`config.mk`:
```
export PLATFORM = sky130hd
export DESIGN_NAME = rcs_recip_div
export DESIGN_NICKNAME = d
export VERILOG_FILES = /design/src/hw/rtl/rcs_pkg.sv /design/src/hw/rtl/rcs_recip_div.sv
export SDC_FILE = /design/constraint.sdc
export NUM_CORES = 2
export LEC_CHECK = 0
export ABC_CLOCK_PERIOD_IN_PS = 7300
export BUFFER_PORTS_ARGS = -buffer_cell sky130_fd_sc_hd__clkbuf_2
export CAP_MARGIN = 5
export CORE_MARGIN = 5
export CORE_UTILIZATION = 30
export CTS_BUF_LIST = sky130_fd_sc_hd__clkbuf_2 sky130_fd_sc_hd__clkbuf_4 sky130_fd_sc_hd__clkbuf_8
export CTS_CLUSTER_SIZE = 14
export DETAILED_ROUTE_END_ITERATION = 12
export GPL_ROUTABILITY_DRIVEN = 0
export GPL_TIMING_DRIVEN = 0
export RECOVER_POWER = 50
export SETUP_SLACK_MARGIN = 0.05
export SLEW_MARGIN = 20
export SYNTH_ARGS = -nofsm -noshare
export SYNTH_HDL_FRONTEND = slang
export SYNTH_SLANG_ARGS = --single-unit
```
`constraint.sdc`:
```
create_clock -name clk -period 7.3 [get_ports clk]
set_input_delay 1.825 -clock clk [delete_from_list [all_inputs] [get_ports clk]]
set_output_delay 1.825 -clock clk [all_outputs]
set_load 0.03 [all_outputs]
```
`src/hw/rtl/rcs_pkg.sv`:
```
// Shared types and constants of the raycast column setup block.
// No dependencies; every other file of the block imports this package.
`default_nettype none

package rcs_pkg;

  localparam int COL_W      = 10;
  localparam int POS_W      = 24;
  localparam int DIR_W      = 18;
  localparam int RAY_W      = 19;
  localparam int CELL_W     = 8;
  localparam int FRAC_W     = 16;
  localparam int DIST_W     = 32;
  localparam int CFG_IDX_W  = 3;
  localparam int CFG_DATA_W = 24;

  localparam int RAY_MAX = 262143;
  localparam int RAY_MIN = -262144;

  // Reciprocal divider: quotient bits retired per stage, plus one setup stage
  localparam int DIV_STEPS  = 2;
  localparam int DIV_STAGES = 1 + DIST_W / DIV_STEPS;

  typedef logic signed [RAY_W-1:0] ray_t;
  typedef logic [DIST_W-1:0]       dist_t;

  localparam dist_t DIST_SAT = '1;

  typedef enum logic [CFG_IDX_W-1:0] {
    CFG_POS_X   = 3'd0,
    CFG_POS_Y   = 3'd1,
    CFG_DIR_X   = 3'd2,
    CFG_DIR_Y   = 3'd3,
    CFG_PLANE_X = 3'd4,
    CFG_PLANE_Y = 3'd5
  } cfg_idx_t;

endpackage

`default_nettype wire

```
`src/hw/rtl/rcs_recip_div.sv`:
```
// Pipelined reciprocal unit: delta = floor(2^32 / |ray|), saturated for |ray| <= 1.
// Depends on rcs_pkg; stage enables come from the top level's valid chain.
`default_nettype none

module rcs_recip_div (
  input  logic                          clk,
  input  logic [rcs_pkg::DIV_STAGES-1:0] en,
  input  rcs_pkg::ray_t                 ray_i,
  output rcs_pkg::ray_t                 ray_o,
  output rcs_pkg::dist_t                delta_o
);
  import rcs_pkg::*;

  localparam int REM_W = RAY_W + 1;

  ray_t             ray_r [DIV_STAGES];
  logic [RAY_W-1:0] mag_r [DIV_STAGES];
  logic [REM_W-1:0] rem_r [DIV_STAGES];
  dist_t            q_r   [DIV_STAGES];
  logic             sat_r [DIV_STAGES];

  logic [RAY_W-1:0] mag_nxt;

  // Setup: take the magnitude; the leading dividend bit leaves remainder 1
  assign mag_nxt = ray_i[RAY_W-1] ? RAY_W'(-ray_i) : RAY_W'(ray_i);

  always_ff @(posedge clk) begin
    if (en[0]) begin
      ray_r[0] <= ray_i;
      mag_r[0] <= mag_nxt;
      sat_r[0] <= (mag_nxt <= RAY_W'(1));
      rem_r[0] <= REM_W'(1);
      q_r[0]   <= '0;
    end
  end

  for (genvar s = 1; s < DIV_STAGES; s++) begin : g_stage
    logic [REM_W-1:0] rem_nxt;
    logic [REM_W-1:0] rem_sh;
    dist_t            q_nxt;

    // Restoring steps: shift in a zero dividend bit, subtract when it fits
    always_comb begin
      rem_nxt = rem_r[s-1];
      q_nxt   = q_r[s-1];
      rem_sh  = '0;
      for (int j = 0; j < DIV_STEPS; j++) begin
        rem_sh = {rem_nxt[REM_W-2:0], 1'b0};
        if (rem_sh >= {1'b0, mag_r[s-1]}) begin
          rem_nxt = rem_sh - {1'b0, mag_r[s-1]};
          q_nxt   = {q_nxt[DIST_W-2:0], 1'b1};
        end else begin
          rem_nxt = rem_sh;
          q_nxt   = {q_nxt[DIST_W-2:0], 1'b0};
        end
      end
    end

    always_ff @(posedge clk) begin
      if (en[s]) begin
        ray_r[s] <= ray_r[s-1];
        mag_r[s] <= mag_r[s-1];
        sat_r[s] <= sat_r[s-1];
        rem_r[s] <= rem_nxt;
        q_r[s]   <= q_nxt;
      end
    end
  end

  assign ray_o   = ray_r[DIV_STAGES-1];
  assign delta_o = sat_r[DIV_STAGES-1] ? DIST_SAT : q_r[DIV_STAGES-1];

endmodule

`default_nettype wire

```
# After elaboration in Yosys (flattened, before gate mapping)
# Memories as Yosys holds them, arrays and structs flattened.
# Cells that the tools add are included.
# word_totals
register_bits	0
latch_bits	0
ramBits	1547
romBits	0
output_inout_bits	51
wordCells	171
n_memories	5
# mem_list
memory	depth	width	read_ports	rd_clocked_by_memory_dff	wr	line_no	text
q_r	17	32	17	0	17	rcs_recip_div.sv:19	dist_t q_r [DIV_STAGES];
rem_r	17	20	16	0	17	rcs_recip_div.sv:18	logic [REM_W-1:0] rem_r [DIV_STAGES];
mag_r	17	19	16	0	17	rcs_recip_div.sv:17	logic [RAY_W-1:0] mag_r [DIV_STAGES];
ray_r	17	19	17	0	17	rcs_recip_div.sv:16	ray_t ray_r [DIV_STAGES];
sat_r	17	1	17	0	17	rcs_recip_div.sv:20	logic sat_r [DIV_STAGES];
# op_classes
addsub	33
mul	0
div_mod_pow	0
order_cmp	33
eq_ne	0
shifts	0
muxes	100
bitwise	0
reduce_logical	0
# op_table
cell	count
greater-or-equal comparator 20 x 19 -> 1 bit	32
2-to-1 mux 19 bit	17
2-to-1 mux 20 bit	16
subtractor 20 x 19 -> 20 bit	16
subtractor 19 bit	16
2-to-1 mux 1 bit	66
2-to-1 mux 32 bit	1
less-or-equal comparator 19 x 1 -> 1 bit, second input constant	1
negation 19 bit	1

# Logic depth before layout (Yosys ltp)
# An unclocked memory read counts as a cell.
# depth
word_depth	5
mapped_depth	26

# Least setup slack after synthesis
# No wires, ideal clock.
# synth_timing
kind	reg-to-reg
from	mem mag_r[11][0] (netlist: mag_r[0][209])
to	mem rem_r[0][241] (netlist bit) (data pin)
setup_time_ns	0.260
arrival_time_ns	5.616
t_required_ns	7.040
path_slack_ns	1.424
path_stages_with_launch	23
n_path_buf	2
period_less_slack_ns	5.876
cell_sequence	edfxtp_1 inv_1 fa_1 a21o_1 a22oi_1 a21oi_1 a311oi_1 o21ai_1 a21oi_1 a21oi_1 clkbuf_1 mux2_2 ha_1 o21a_1 o21ai_0 a311oi_1 o2111ai_1 a31oi_1 o41ai_1 o21ai_0 a2111oi_0 buf_2 mux2_2
# synth_rtl
element	line_no
start: declaration	rcs_recip_div.sv:17
end: declaration	rcs_recip_div.sv:18

==> run metrics <==
Critical Path Fanout Max=10; Die Y=487 um; worst r2r path cells=24; IO buf count=87; Buf/Inv on CP=5; Worst Hold Margin=0.400 ns; mapped cell area=0.0681 mm^2; largest area contributor in the netlist=edfxtp_1; proportion of layout cells with a drive suffix above 1=12.8%; relative slew slack=-180%; largest net degree at the start of global routing=84; run status=complete, but fails checks; CTS clk-pin slew, worst paths=0.06 ns; most instantiated cells after synthesis=edfxtp_1, ha_1, a21oi_1; # clock sinks=1185; Worst Setup SP=mag_r[0][266]; Mapped Nets=6489; Largest delay share family, worst path=compound AO/OA/AOI/OAI gates; vias per cell=4.88; synth warn=0; Hold Path Class=reg -> reg; Area contributors post-synth=edfxtp_1, ha_1, mux2_2, xnor2_1, a21oi_1; unrepaired setup endpoints after global routing=no; multi-input gate area in the final layout=0.0307 mm^2; Setup CP Type=reg -> reg; DR WL/cell=16.5 um; first-pass GRT wire length=242000 um; nets=6788; worst r2r src=mag_r[0][266]; CTS H-tree depth=4; die area=0.237 mm^2; gr usage total=12.6%; Crit path depth=24; Clock Latency Late Sink=0.94 ns; Worst-Margin Slew=4.21 ns; crit path to=rem_r[0][305]; clock buffer depth=3; WP data required=7.96 ns; Unique masters post-synth=85; Cells after Synth=5861; CP endpoint kind=flip-flop; flop2flop setup slack=0.40 ns; Arr. time, crit path=7.57 ns; Reg-to-Reg End=rem_r[0][305]; Post-DRT Antenna Nets=0; die width=487 um; flops & latches, synth=1185; Post-synth EDFFs=1185; syn_area_per_cell=11.6 um^2; ratio of final minimum period to clock period=94.6%; CTS root buffer=clkbuf_8; TritonRoute pass-1 iters=5; initial antenna violation count=10; initial core utilization=30.1%; fmax=0.145 GHz; CP peak stage delay=0.52 ns; Worst setup SP type=flip-flop; crit path max-delay cell type=edfxtp_1; failing checks=capacitance limit, slew limit; CTS tree=built; Post-synth ARST share=0%; Routed WL=154000 um; DRC errors left=0; row count=175; MaxCap Viol Count=11; hpwl dp=118000 um; crit-path cells=inv_1, fa_1, a21o_1, a221oi_2, a211oi_1, o32a_1, a221oi_4, a32o_2, buf_2, buf_2, nand2_1, o21ai_0, ha_1, o21a_1, o31a_1, o21ai_0, a21oi_1, and3b_1, nand2b_1, a21oi_1, a211oi_4, buf_12, buf_4, mux2_2; Top FF cell, synth=edfxtp_1; Core Footprint=0.227 mm^2; initial drt markers=2867; total CTS buffers=190; Hold Vio Cnt, Final=0; vias=45478; Worst Skew=0.0558 ns; pre-CTS setup slack=-0.509 ns; vias in the first global route=45565; setup violators final=0; fin. max-slew vios=493; cell with the most instances after synthesis=edfxtp_1; I/O pins=88; fin crit period=6.90 ns; total grt overflow=0; register area=0.0356 mm^2; Synth top area share=52.2%; worst setup margin=0.396 ns; # fillers=22448; sequential area share after synthesis=52.2%; Layout area overhead=12.2%
flip-flops by register name, summed over array words and instances, names as in the netlist:
register and count:
mag_r 304, ray_r 307, rem_r 285, q_r 272, sat_r 17
cell type report:
type	count	share of cell area [%]
Sequential cell	1185	46.5
Multi-Input combinational cell	4161	40.2
Tap cell	3009	4.92
Clock buffer	237	3.88
Inverter	429	2.11
Clock inverter	101	0.959
Timing Repair Buffer	109	0.915
Buffer	84	0.506
Antenna cell	6	0.0196
layer usage:
layer | routed length (um) | part of all wire [%] | track usage [%]
met5 | 7 | 0.0045 | 0
met3 | 6940 | 4.5 | 2.25
met1 | 66900 | 43 | 15.7
met4 | 4310 | 2.8 | 4.16
met2 | 75700 | 49 | 22.1
placed cells by master (no fill, tap or decap), drive strengths merged, types with 18 or more instances in the layout:
cell	Yosys	final
nand4	47	47
o31ai	29	29
mux2	293	293
and2	26	26
and3	51	51
a211oi	57	57
buf	23	33
nor2	423	423
edfxtp	1185	1185
clkinv	0	84
xor2	136	136
o21ai	341	341
o21bai	48	48
or3	39	39
xnor2	314	314
o41ai	20	20
ha	576	576
nor4	19	19
nand2	352	352
or2	57	57
nand3	68	68
a21o	181	181
a211o	20	20
a31oi	34	34
a21oi	448	448
o21a	83	83
nor2b	66	66
a221oi	18	18
nor3	100	100
o31a	20	20
nand2b	74	74
inv	429	441
clkbuf	63	397
per-stage QoR:
stage	cells	utilization (%)	setup TNS, ns	cell area, um^2
finish	9321	33.7	0	76500
CTS	9310	33.7	0	76500
global route	9316	33.7	0	76500
global placement	8957	31.9	-7.43	72300
floorplan	5861	-	0	68100
detailed placement	8969	32.1	-10.63	72700
worst min path at each step:
stage	cells after the start	slack (ns)	endpoint	start
floorplan	0	0.40	q_r[0][100]	q_r[0][66]
global placement	0	0.40	q_r[4][13]	q_r[3][107]
detailed placement	0	0.40	q_r[1][2]	q_r[0][96]
CTS	0	0.39	ray_r[0][65]	ray_r[0][46]
global route	0	0.41	q_r[3][13]	q_r[2][107]
finish	0	0.40	ray_r[0][81]	ray_r[0][62]
logic make-up after synthesis:
logic type	after synthesis	share of synthesized area [%]
compound gates	1448	13.5
xor+xnor	450	5.78
fa+ha+maj	591	11.0
buf+inv	515	2.89
flops	1185	52.2
mux	301	4.96
simple gates	1371	9.59
timing repair:
item | in CTS | in global routing
setup buffers | 3 | 7
endpoints found under the hold margin | 0 | 0
gates resized for setup | 12 | 63
pin swaps | 1 | 3
hold buffers | 0 | 0
endpoints found under the setup margin | 58 | 218
Power is not shown: default switching activity piles up to over one toggle a cycle in this logic, so the estimate is an artifact.
